`config.mk`:
```
export PLATFORM = sky130hd
export DESIGN_NAME = bc6h_mode11_block_decoder_top
export DESIGN_NICKNAME = d
export VERILOG_FILES = /design/src/design/bc6h_pkg.sv /design/src/design/bc6h_lane.sv /design/src/design/bc6h_merge.sv /design/src/design/bc6h_mode11_block_decoder_top.sv
export SDC_FILE = /design/constraint.sdc
export NUM_CORES = 2
export LEC_CHECK = 0
export ABC_AREA = 1
export BUFFER_PORTS_ARGS = -buffer_cell sky130_fd_sc_hd__buf_2
export CORE_MARGIN = 8
export CORE_UTILIZATION = 24
export CTS_BUF_LIST = sky130_fd_sc_hd__clkbuf_16
export CTS_CLUSTER_SIZE = 8
export DETAILED_ROUTE_END_ITERATION = 12
export HOLD_SLACK_MARGIN = 0.06
export PLACE_DENSITY = 0.38
export SLEW_MARGIN = 20
export SYNTH_ARGS = -nofsm -noshare
export SYNTH_HDL_FRONTEND = slang
export SYNTH_SLANG_ARGS = --single-unit
```
`constraint.sdc`:
```
create_clock -name aclk -period 8.4 [get_ports aclk]
set_input_delay 1.68 -clock aclk [delete_from_list [all_inputs] [get_ports aclk]]
set_output_delay 1.68 -clock aclk [all_outputs]
set_load 0.05 [all_outputs]
```
`src/design/bc6h_pkg.sv`:
```
// Shared types, constants and helpers for the BC6H mode 11 block decoder.
// No dependencies; imported by the lane, merge and top-level modules.
package bc6h_pkg;

    localparam int unsigned NUM_TEXELS = 16;
    localparam int unsigned EP_BITS    = 10;
    localparam int unsigned UQ_BITS    = 16;
    localparam int unsigned W_BITS     = 7;
    localparam int unsigned HALF_BITS  = 15;
    localparam int unsigned TEXEL_BITS = 4;

    localparam logic [4:0]         MODE11_CODE = 5'b00011;
    localparam logic [EP_BITS-1:0] EP_MAX      = 10'd1023;
    localparam logic [UQ_BITS-1:0] UQ_MAX      = 16'hffff;

    typedef logic [UQ_BITS-1:0]    uq_t;
    typedef logic [HALF_BITS-1:0]  half_t;
    typedef logic [TEXEL_BITS-1:0] texel_t;

    // Control info that travels with one texel through the merge stage.
    typedef struct packed {
        texel_t texel;
        logic   err;
        logic   last;
    } meta_t;

    // Interpolation weight for a 4-bit index.
    function automatic logic [W_BITS-1:0] weight_of(input logic [3:0] idx);
        logic [W_BITS-1:0] w;
        case (idx)
            4'd0:    w = 7'd0;
            4'd1:    w = 7'd4;
            4'd2:    w = 7'd9;
            4'd3:    w = 7'd13;
            4'd4:    w = 7'd17;
            4'd5:    w = 7'd21;
            4'd6:    w = 7'd26;
            4'd7:    w = 7'd30;
            4'd8:    w = 7'd34;
            4'd9:    w = 7'd38;
            4'd10:   w = 7'd43;
            4'd11:   w = 7'd47;
            4'd12:   w = 7'd51;
            4'd13:   w = 7'd55;
            4'd14:   w = 7'd60;
            4'd15:   w = 7'd64;
            default: w = 7'd0;
        endcase
        return w;
    endfunction

    // 10-bit endpoint to 16 bits: (v << 16 + 0x8000) >> 10 is v*64 + 32.
    function automatic uq_t unquantize(input logic [EP_BITS-1:0] v);
        uq_t r;
        if (v == '0) begin
            r = '0;
        end else if (v == EP_MAX) begin
            r = UQ_MAX;
        end else begin
            r = {v, 6'b100000};
        end
        return r;
    endfunction

    // (x * 31) >> 6 as a shift and subtract.
    function automatic half_t finish_half(input uq_t x);
        logic [UQ_BITS+4:0] prod;
        prod = {x, 5'b00000} - {5'b00000, x};
        return prod[UQ_BITS+4:6];
    endfunction

endpackage

```
`src/design/bc6h_lane.sv`:
```
// One channel lane: blends two unquantized endpoints by a 7-bit weight.
// Depends on bc6h_pkg; registers the blended 16-bit value per issued texel.
module bc6h_lane import bc6h_pkg::*; (
    input  logic              aclk,
    input  logic              en,
    input  uq_t               e0,
    input  uq_t               e1,
    input  logic [W_BITS-1:0] w,
    output uq_t               x_reg
);

    logic [W_BITS-1:0] w_inv;
    logic [22:0]       p0;
    logic [22:0]       p1;
    logic [22:0]       sum;
    uq_t               x_next;

    always_comb begin
        w_inv  = 7'd64 - w;
        p0     = 23'(w_inv) * 23'(e0);
        p1     = 23'(w) * 23'(e1);
        sum    = p0 + p1 + 23'd32;
        x_next = sum[21:6];
    end

    always_ff @(posedge aclk) begin
        if (en) begin
            x_reg <= x_next;
        end
    end

endmodule

```
`src/design/bc6h_merge.sv`:
```
// Merge stage: joins the three lane values with texel info, finishes FP16
// patterns and holds the output register. Depends on bc6h_pkg.
module bc6h_merge import bc6h_pkg::*; (
    input  logic   aclk,
    input  logic   aresetn,
    input  logic   issue,
    input  meta_t  meta_in,
    output logic   issue_ready,
    input  uq_t    x_r,
    input  uq_t    x_g,
    input  uq_t    x_b,
    output logic   out_valid,
    input  logic   out_ready,
    output meta_t  out_meta,
    output half_t  out_r,
    output half_t  out_g,
    output half_t  out_b
);

    logic  s1_valid_reg;
    logic  s1_valid_next;
    meta_t s1_meta_reg;
    logic  out_valid_reg;
    logic  out_valid_next;
    meta_t out_meta_reg;
    half_t out_r_reg;
    half_t out_g_reg;
    half_t out_b_reg;
    logic  out_free;
    logic  s1_go;

    always_comb begin
        out_free    = !out_valid_reg || out_ready;
        s1_go       = s1_valid_reg && out_free;
        issue_ready = !s1_valid_reg || out_free;

        s1_valid_next = s1_valid_reg;
        if (issue) begin
            s1_valid_next = 1'b1;
        end else if (s1_go) begin
            s1_valid_next = 1'b0;
        end

        out_valid_next = out_valid_reg;
        if (s1_go) begin
            out_valid_next = 1'b1;
        end else if (out_ready) begin
            out_valid_next = 1'b0;
        end
    end

    always_ff @(posedge aclk) begin
        if (!aresetn) begin
            s1_valid_reg  <= 1'b0;
            out_valid_reg <= 1'b0;
        end else begin
            s1_valid_reg  <= s1_valid_next;
            out_valid_reg <= out_valid_next;
        end
    end

    always_ff @(posedge aclk) begin
        if (issue) begin
            s1_meta_reg <= meta_in;
        end
        if (s1_go) begin
            // zero the texel fields of a bad-mode item
            if (s1_meta_reg.err) begin
                out_meta_reg <= '{texel: '0, err: 1'b1, last: 1'b1};
                out_r_reg    <= '0;
                out_g_reg    <= '0;
                out_b_reg    <= '0;
            end else begin
                out_meta_reg <= s1_meta_reg;
                out_r_reg    <= finish_half(x_r);
                out_g_reg    <= finish_half(x_g);
                out_b_reg    <= finish_half(x_b);
            end
        end
    end

    assign out_valid = out_valid_reg;
    assign out_meta  = out_meta_reg;
    assign out_r     = out_r_reg;
    assign out_g     = out_g_reg;
    assign out_b     = out_b_reg;

endmodule

```
`src/design/bc6h_mode11_block_decoder_top.sv`:
```
// BC6H mode 11 block decoder; texels pass through the lane and merge registers.
// Results leave one per cycle while m_tready is high. A mode 11 block gives 16
// texels (one per issue of the single texel counter feeding the three channel
// lanes), a bad-mode block one. The next block is accepted as the last texel of
// the current one issues. Reset (aresetn low, synchronous) clears all valid
// flags and the texel counter; payload registers are not reset.
module bc6h_mode11_block_decoder_top import bc6h_pkg::*; (
    input  logic         aclk,
    input  logic         aresetn,
    input  logic         s_tvalid,
    output logic         s_tready,
    input  logic [127:0] s_tdata,   // [63:0] block_low, [127:64] block_high
    output logic         m_tvalid,
    input  logic         m_tready,
    output logic [55:0]  m_tdata,   // [3:0] texel_index, [18:4] red_half,
                                    // [33:19] green_half, [48:34] blue_half
    output logic [0:0]   m_tuser,   // [0] mode_error
    output logic         m_tlast
);

    logic        blk_valid_reg;
    logic        blk_valid_next;
    texel_t      cnt_reg;
    texel_t      cnt_next;
    logic        err_reg;
    uq_t         ep_reg [6];
    logic [63:0] idx_reg;
    logic        load;
    logic        issue;
    logic        issue_last;
    logic        issue_ready;
    logic [3:0]  tex_idx;
    logic [W_BITS-1:0] w;
    meta_t       meta_in;
    uq_t         x_r;
    uq_t         x_g;
    uq_t         x_b;
    logic        out_valid;
    meta_t       out_meta;
    half_t       out_r;
    half_t       out_g;
    half_t       out_b;

    always_comb begin
        issue      = blk_valid_reg && issue_ready;
        issue_last = err_reg || (cnt_reg == texel_t'(NUM_TEXELS - 1));
        s_tready   = !blk_valid_reg || (issue && issue_last);
        load       = s_tvalid && s_tready;

        blk_valid_next = blk_valid_reg;
        cnt_next       = cnt_reg;
        if (load) begin
            blk_valid_next = 1'b1;
            cnt_next       = '0;
        end else if (issue) begin
            if (issue_last) begin
                blk_valid_next = 1'b0;
                cnt_next       = '0;
            end else begin
                cnt_next = cnt_reg + texel_t'(1);
            end
        end

        tex_idx = idx_reg[{cnt_reg, 2'b00} +: 4];
        w       = weight_of(tex_idx);
        meta_in = '{texel: cnt_reg, err: err_reg, last: issue_last};
    end

    always_ff @(posedge aclk) begin
        if (!aresetn) begin
            blk_valid_reg <= 1'b0;
            cnt_reg       <= '0;
        end else begin
            blk_valid_reg <= blk_valid_next;
            cnt_reg       <= cnt_next;
        end
    end

    // Unpack and unquantize on load; texel 0 gets a 3-bit index.
    always_ff @(posedge aclk) begin
        if (load) begin
            err_reg   <= (s_tdata[4:0] != MODE11_CODE);
            ep_reg[0] <= unquantize(s_tdata[14:5]);
            ep_reg[1] <= unquantize(s_tdata[24:15]);
            ep_reg[2] <= unquantize(s_tdata[34:25]);
            ep_reg[3] <= unquantize(s_tdata[44:35]);
            ep_reg[4] <= unquantize(s_tdata[54:45]);
            ep_reg[5] <= unquantize(s_tdata[64:55]);
            idx_reg   <= {s_tdata[127:68], 1'b0, s_tdata[67:65]};
        end
    end

    bc6h_lane u_lane_r (
        .aclk  (aclk),
        .en    (issue),
        .e0    (ep_reg[0]),
        .e1    (ep_reg[3]),
        .w     (w),
        .x_reg (x_r)
    );

    bc6h_lane u_lane_g (
        .aclk  (aclk),
        .en    (issue),
        .e0    (ep_reg[1]),
        .e1    (ep_reg[4]),
        .w     (w),
        .x_reg (x_g)
    );

    bc6h_lane u_lane_b (
        .aclk  (aclk),
        .en    (issue),
        .e0    (ep_reg[2]),
        .e1    (ep_reg[5]),
        .w     (w),
        .x_reg (x_b)
    );

    bc6h_merge u_merge (
        .aclk        (aclk),
        .aresetn     (aresetn),
        .issue       (issue),
        .meta_in     (meta_in),
        .issue_ready (issue_ready),
        .x_r         (x_r),
        .x_g         (x_g),
        .x_b         (x_b),
        .out_valid   (out_valid),
        .out_ready   (m_tready),
        .out_meta    (out_meta),
        .out_r       (out_r),
        .out_g       (out_g),
        .out_b       (out_b)
    );

    assign m_tvalid = out_valid;
    assign m_tdata  = {7'b0, out_b, out_g, out_r, out_meta.texel};
    assign m_tuser  = out_meta.err;
    assign m_tlast  = out_meta.last;

endmodule
```
== After elaboration in Yosys (flattened, before gate mapping) ==
Memories as Yosys holds them, arrays and structs flattened.
Cells that the tools add are included.

* Bits in registers: 176
* Memory bits (writable): 96
* Bits in read-only memories: 112
* Output and inout bits: 60
* Word-level logic and storage cells: 99
* Memories: 2

* Add/subtract/negate cells: 11
* Multiply operators: 6
* Equality and inequality tests: 8
* Shifts and indexed selects: 1
* Muxes and demuxes: 29
* Bitwise logic cells: 1
* Reductions and logical operators: 23

{| class="wikitable"
|+ Memories
! name !! depth !! bits a word !! rd ports !! clocked after memory_dff !! write ports !! line !! text
|-
| (name not given) || 16 || 7 || 1 || 0 || 0 || bc6h_pkg.sv:30 || <nowiki>case (idx)</nowiki>
|-
| ep_reg || 6 || 16 || 6 || 0 || 6 || bc6h_mode11_block_decoder_top.sv:26 || <nowiki>uq_t ep_reg [6];</nowiki>
|}

{| class="wikitable"
|+ Operator list
! kind !! number
|-
| $mux 16 || 18
|-
| $mul 7x16->22 || 6
|-
| $add 22x22->22 || 3
|-
| $add 22x6->22 const B || 3
|-
| $shiftx 64x7->4 || 1
|-
| $sub 21x16->21 || 3
|-
| $eq 10x10->1 const B || 6
|-
| $logic_not 10->1 || 6
|-
| $mux 1 || 9
|-
| $reduce_bool 2->1 || 4
|-
| $sub 7x7->7 const A || 1
|-
| $ne 5x2->1 const B || 1
|-
| $add 4x1->4 const B || 1
|-
| $eq 4x4->1 const B || 1
|-
| $logic_and 1x1->1 || 4
|-
| $logic_or 1x1->1 || 4
|-
| $mux 4 || 1
|-
| $logic_not 1->1 || 3
|-
| $mux 2 || 1
|-
| $reduce_and 2->1 || 1
|-
| $reduce_or 2->1 || 1
|-
| $not 1->1 || 1
|}

== Depth between registers and ports, before layout ==
* Depth after elaboration: 9
* Depth in mapped cells: 48

== By module ==
From an unflattened synthesis, not the netlist that was laid out.

* Cells, all modules: 4439
* Area total of the unflattened synthesis: 35093.7 um^2

{| class="wikitable"
|+ Modules (own cells, without submodules)
! module !! times used !! cells each !! area an instance (um^2)
|-
| bc6h_lane (u_lane_b) || 1 || 1053 || 8090.3
|-
| bc6h_lane (u_lane_g) || 1 || 1052 || 8065.2
|-
| bc6h_lane (u_lane_r) || 1 || 1048 || 8044.0
|-
| bc6h_mode11_block_decoder_top || 1 || 493 || 5854.4
|-
| bc6h_merge || 1 || 793 || 5039.8
|}

== Worst setup path before layout ==
No wires, ideal clock.

* Path type: register to register
* Start point: register cnt_reg[0]
* End point: register u_lane_r.x_reg[12] (data pin)
* Library setup time: 252 ps
* Data arrival time: 7526 ps
* Setup slack: 621 ps
* Stages on the path, launching flop included: 40
* Path buffers: 3
* Clock period less this slack: 7779 ps
* Cell sequence: dfxtp_1 > buf_4 > buf_4 > nand2_1 > o211ai_1 > nand3_1 > nand3_1 > nand2_1 > ha_1 > nand3_1 > nand2_2 > clkinv_1 > clkbuf_1 > ha_1 > nand4_2 > nand2_4 > inv_2 > nor2_1 > [4 not listed] > fa_1 > fa_1 > fa_1 > inv_1 > fa_1 > inv_1 > ha_1 > nand2_1 > o21a_1 > o21ai_0 > a21o_1 > nand2_1 > nand2_1 > a21boi_0 > o21ai_0 > nand2_1 > nand3_1 > nand2_1

* Word-level cells in the longest chain between the ends: 6
* Elaborated cells on any way between the ends: 7
* Those cells by class: add/sub (3); mul (2); shift (1); memory (1)

{| class="wikitable"
|+ Ends and longest elaborated chain
! what !! line !! text
|-
| start: declaration || bc6h_mode11_block_decoder_top.sv:23 || <nowiki>texel_t cnt_reg;</nowiki>
|-
| start signal: assignment || bc6h_mode11_block_decoder_top.sv:75 || <nowiki>cnt_reg <= cnt_next;</nowiki>
|-
| $shiftx 64x7->4 * || bc6h_mode11_block_decoder_top.sv:64 || <nowiki>tex_idx = idx_reg[{cnt_reg, 2'b00} +: 4];</nowiki>
|-
| $mem_v2 16x7 * || - ||
|-
| $sub 7x7->7 || bc6h_lane.sv:19 || <nowiki>w_inv = 7'd64 - w;</nowiki>
|-
| $mul 7x16->22 || bc6h_lane.sv:20 || <nowiki>p0 = 23'(w_inv) * 23'(e0);</nowiki>
|-
| $add 22x22->22 * || bc6h_lane.sv:22 || <nowiki>sum = p0 + p1 + 23'd32;</nowiki>
|-
| $add 22x6->22 * || bc6h_lane.sv:22 ||
|-
| via u_lane_r.sum[18] || bc6h_lane.sv:15 || <nowiki>logic [22:0] sum;</nowiki>
|-
| end signal: assignment || bc6h_lane.sv:28 || <nowiki>x_reg <= x_next;</nowiki>
|-
| end: declaration || bc6h_lane.sv:9 || <nowiki>output uq_t x_reg</nowiki>
|}

The timed path passes the listed nets; every way through them passes the cells marked *.
A chain may end at the register's enable or synchronous reset.

== Worst setup path in the final report ==
* Start point: register cnt_reg[0]
* End point: register u_lane_b.x_reg[14] (data pin)

* Word-level cells in the longest chain between the ends: 6
* Elaborated cells on any way between the ends: 7
* Those cells by class: add/sub (3); mul (2); shift (1); memory (1)

{| class="wikitable"
|+ Ends and longest elaborated chain
! what !! line
|-
| $shiftx 64x7->4 * || bc6h_mode11_block_decoder_top.sv:64
|-
| $mem_v2 16x7 * || -
|-
| $sub 7x7->7 || bc6h_lane.sv:19
|-
| $mul 7x16->22 || bc6h_lane.sv:20
|-
| $add 22x22->22 * || bc6h_lane.sv:22
|-
| $add 22x6->22 * || bc6h_lane.sv:22
|-
| via u_lane_b.sum[20] || bc6h_lane.sv:15
|-
| end signal: assignment || bc6h_lane.sv:28
|-
| end: declaration || bc6h_lane.sv:9
|}

Marks and branches as above.

==> metrics.cfg <==
[clocking]
worst_skew_pair.late_latency_ps = 610
h-tree-depth = 2
cts_setup_buffers = 0
postCtsHoldBufs = 0
cts-root-buf = sky130_fd_sc_hd__clkbuf_16
cts_num_sinks = 248
cts.clk_slew.worst_paths_ps = 50
postCtsResizedCells = 0
cts_buffers = 40
clock_path_buffers = 3
tritoncts = yes

[grt]
globalRoute.totalOverflow = 0
total_grt_usage_pct = 13.1
grt_pass1_wl_um = 141000
number_of_global_route_vias_before_repair = 23900
grt_antenna_before_repair = 6
largest_net_degree_at_the_start_of_global_routing = 84

[critical_path]
worst_r2r_startpoint = cnt_reg[0]
crit_path_frequent_cell = sky130_fd_sc_hd__fa_1
timing.setup.critical_path_class = flop to flop
regToRegEndpoint = u_lane_b.x_reg[14]
rrSetupSlack_ps = 590
slowest_stage = sky130_fd_sc_hd__fa_1
worstRegToRegCells = 38
timing.critical_path.required_ps = 8740
timing.critical_path.to_type = flop
cp_data_arrival_time_ps = 8140
worstPathMaxFanout = 34
startpoint_type = flop
delay_contributed_by_the_slowest_stage_of_the_critical_path_ps = 550

[synthesis]
mappedNetlistArea_mm2 = 0.0309
synth-edff-count = 241
synthesis.instances = 3435
yosysWarningCount = 0
netlist-cell-type-count = 47
syn_area_per_cell_um2 = 8.98
synth-seq-area-share_pct = 23.9
synth-seq-cells = 248
synth_flop_cell = sky130_fd_sc_hd__edfxtp_1
synth_async_sr_flop_share_pct = 0

[worst_hold_path]
whs_endpoint = u_merge.s1_meta_reg[1]
min_path_type = flop to flop
hold_depth = 0
startpoint_of_the_lowest_slack_hold_path = err_reg

[floorplanning]
design.die.area_mm2 = 0.140
initial_utilization_pct = 24.2
core-area_mm2 = 0.128
io_pins = 192
rows = 131
overall_die_width_um = 375
die_h_um = 375

[flow_run]
max_cap_violations = 0

[sta]
layout_worst_path_cycle_share_pct = 92.9
maxClockFrequency_ghz = 0.128
relative_slew_slack_pct = 32.8
fin_setup_tns_ps = 0
finalHoldViolations = 0
clock-skew-final_ps = 27.1
number_of_failing_setup_endpoints_in_the_final_timing_report = 0
worstMarginPinSlew_ps = 1010
timing.final.max_slew_violations = 0
post-route-min-period_ps = 7810
rsz0062_at_grt = no

[drt]
num_vias = 21600
wl_per_cell_um = 17.1
drt_first_iter_violations = 1140
avgViaCountPerCell = 4.10
antenna_violating_nets_post_route = 0
drc = 0
drt-pass1-iter-count = 5
routed_wl_um = 90400

[cells_and_area]
largest_register_ff_count = 72
layout-drive-gt1-share_pct = 9.46
final_nets = 4464
antenna-diode-count = 0
syn_to_final_growth_pct = 13.5

[placed_design]
place.detailed.hpwl_um = 75000
numPortBuffers = 184
gp_routability_congestion = 0.809

[outcome]
status = completed

critical path, delay by kind of cell, from the launching register on:
| family | cells | cell delay [ps] |
|---|---|---|
| AND/OR/NAND/NOR | 17 | 1880 |
| flip-flops | 1 | 380 |
| XOR/XNOR | 1 | 80 |
| adder cells (fa/ha/maj) | 8 | 3650 |
| AO/OA/AOI/OAI | 5 | 770 |
| buffers and inverters | 7 | 800 |
worst max path at each step:
stage	from	depth (start not counted)	end	slack [ps]
6_report	cnt_reg[0]	38	u_lane_b.x_reg[14]	590
5_1_grt	cnt_reg[1]	42	u_lane_g.x_reg[13]	70
4_1_cts	cnt_reg[0]	34	u_lane_g.x_reg[15]	30
3_5_place_dp	cnt_reg[0]	39	u_lane_b.x_reg[15]	60
3_3_place_gp	cnt_reg[0]	34	u_lane_g.x_reg[15]	130
2_1_floorplan	cnt_reg[0]	39	u_lane_r.x_reg[12]	620
logic make-up after synthesis:
family                     after synthesis  synth area share (%)
and+or+nand+nor                       1077                  14.6
buffers and inverters                 1071                  13.4
adders and majority gates              742                  41.8
DFF                                    248                  23.9
AOI/OAI and AO/OA                      215                  4.01
xor gates and xnor gates                81                  2.30
other                                    1                0.0122
metrics by stage:
stage / worst slack (ps) / cells / utilization, % / hold WS [ps] / cell area [um2]
6_report: 594 / 5277 / 27.5 / 462 / 35000
2_1_floorplan: 621 / 3441 / - / 403 / 30900
5_1_grt: 66.5 / 5277 / 27.5 / 486 / 35000
3_3_place_gp: 130 / 5210 / 26.5 / 443 / 33700
4_1_cts: 34.2 / 5277 / 27.4 / 473 / 35000
3_5_place_dp: 61.9 / 5210 / 26.5 / 460 / 33700
synth_stat cells, drive strengths merged, types with 6 or more instances:
cell	instances	area [um2]
a21o	11	82.6
a21oi	110	551
buf	53	308
clkbuf	78	293
dfxtp	7	140
edfxtp	241	7240
fa	483	9670
ha	259	3240
inv	937	3520
nand2	593	2290
nand3	96	508
nand3b	8	60.1
nand4	42	269
nor2	301	1150
nor3	12	60.1
nor4	19	119
o211ai	6	45.0
o21a	9	67.6
o21ai	60	345
o21bai	7	52.6
or2	6	37.5
xnor2	29	254
xor2	52	455
per-layer routing:
metal | GRT usage, % | routed length, um | up-vias
met5 | 0 | 0 | -
met4 | 3.37 | 2240 | 0
met3 | 2.55 | 4010 | 82
met2 | 22.5 | 43400 | 318
met1 | 16.9 | 40800 | 10600
li1 | - | - | 10600
layout by cell type, fill, tap and decap left out, types with 6 or more instances in the layout:
cell and count:
sky130_fd_sc_hd__a21oi_1 109, sky130_fd_sc_hd__o21ai_1 8, sky130_fd_sc_hd__inv_2 7, sky130_fd_sc_hd__ha_1 257
sky130_fd_sc_hd__xor2_1 52, sky130_fd_sc_hd__buf_4 53, sky130_fd_sc_hd__o21ai_0 46, sky130_fd_sc_hd__a21o_1 11
sky130_fd_sc_hd__nand4_1 41, sky130_fd_sc_hd__edfxtp_1 241, sky130_fd_sc_hd__conb_1 7, sky130_fd_sc_hd__dfxtp_1 6
sky130_fd_sc_hd__nand2_2 12, sky130_fd_sc_hd__nand3_1 92, sky130_fd_sc_hd__o21a_1 9, sky130_fd_sc_hd__clkbuf_16 40
sky130_fd_sc_hd__nand2_1 570, sky130_fd_sc_hd__nor4_1 19, sky130_fd_sc_hd__xnor2_1 29, sky130_fd_sc_hd__nor2_1 299
sky130_fd_sc_hd__buf_2 184, sky130_fd_sc_hd__nand3b_1 8, sky130_fd_sc_hd__clkinv_1 8, sky130_fd_sc_hd__inv_1 941
sky130_fd_sc_hd__o211ai_1 6, sky130_fd_sc_hd__fa_1 483, sky130_fd_sc_hd__nor3_1 12, sky130_fd_sc_hd__o21bai_1 7
sky130_fd_sc_hd__nand2_4 11
layout make-up:
| class | count | area, um2 |
|---|---|---|
| Clock buffer | 40 | 1000 |
| Clock inverter | 27 | 224 |
| Fill cell | 13900 | 92500 |
| Inverter | 940 | 3540 |
| Multi-Input combinational cell | 2122 | 19500 |
| Sequential cell | 248 | 7380 |
| Tap cell | 1662 | 2080 |
| Timing Repair Buffer | 238 | 1340 |
Power is left out: the tool's default activity adds up to more than one toggle a clock period on the data nets, which glitch-free logic cannot reach.
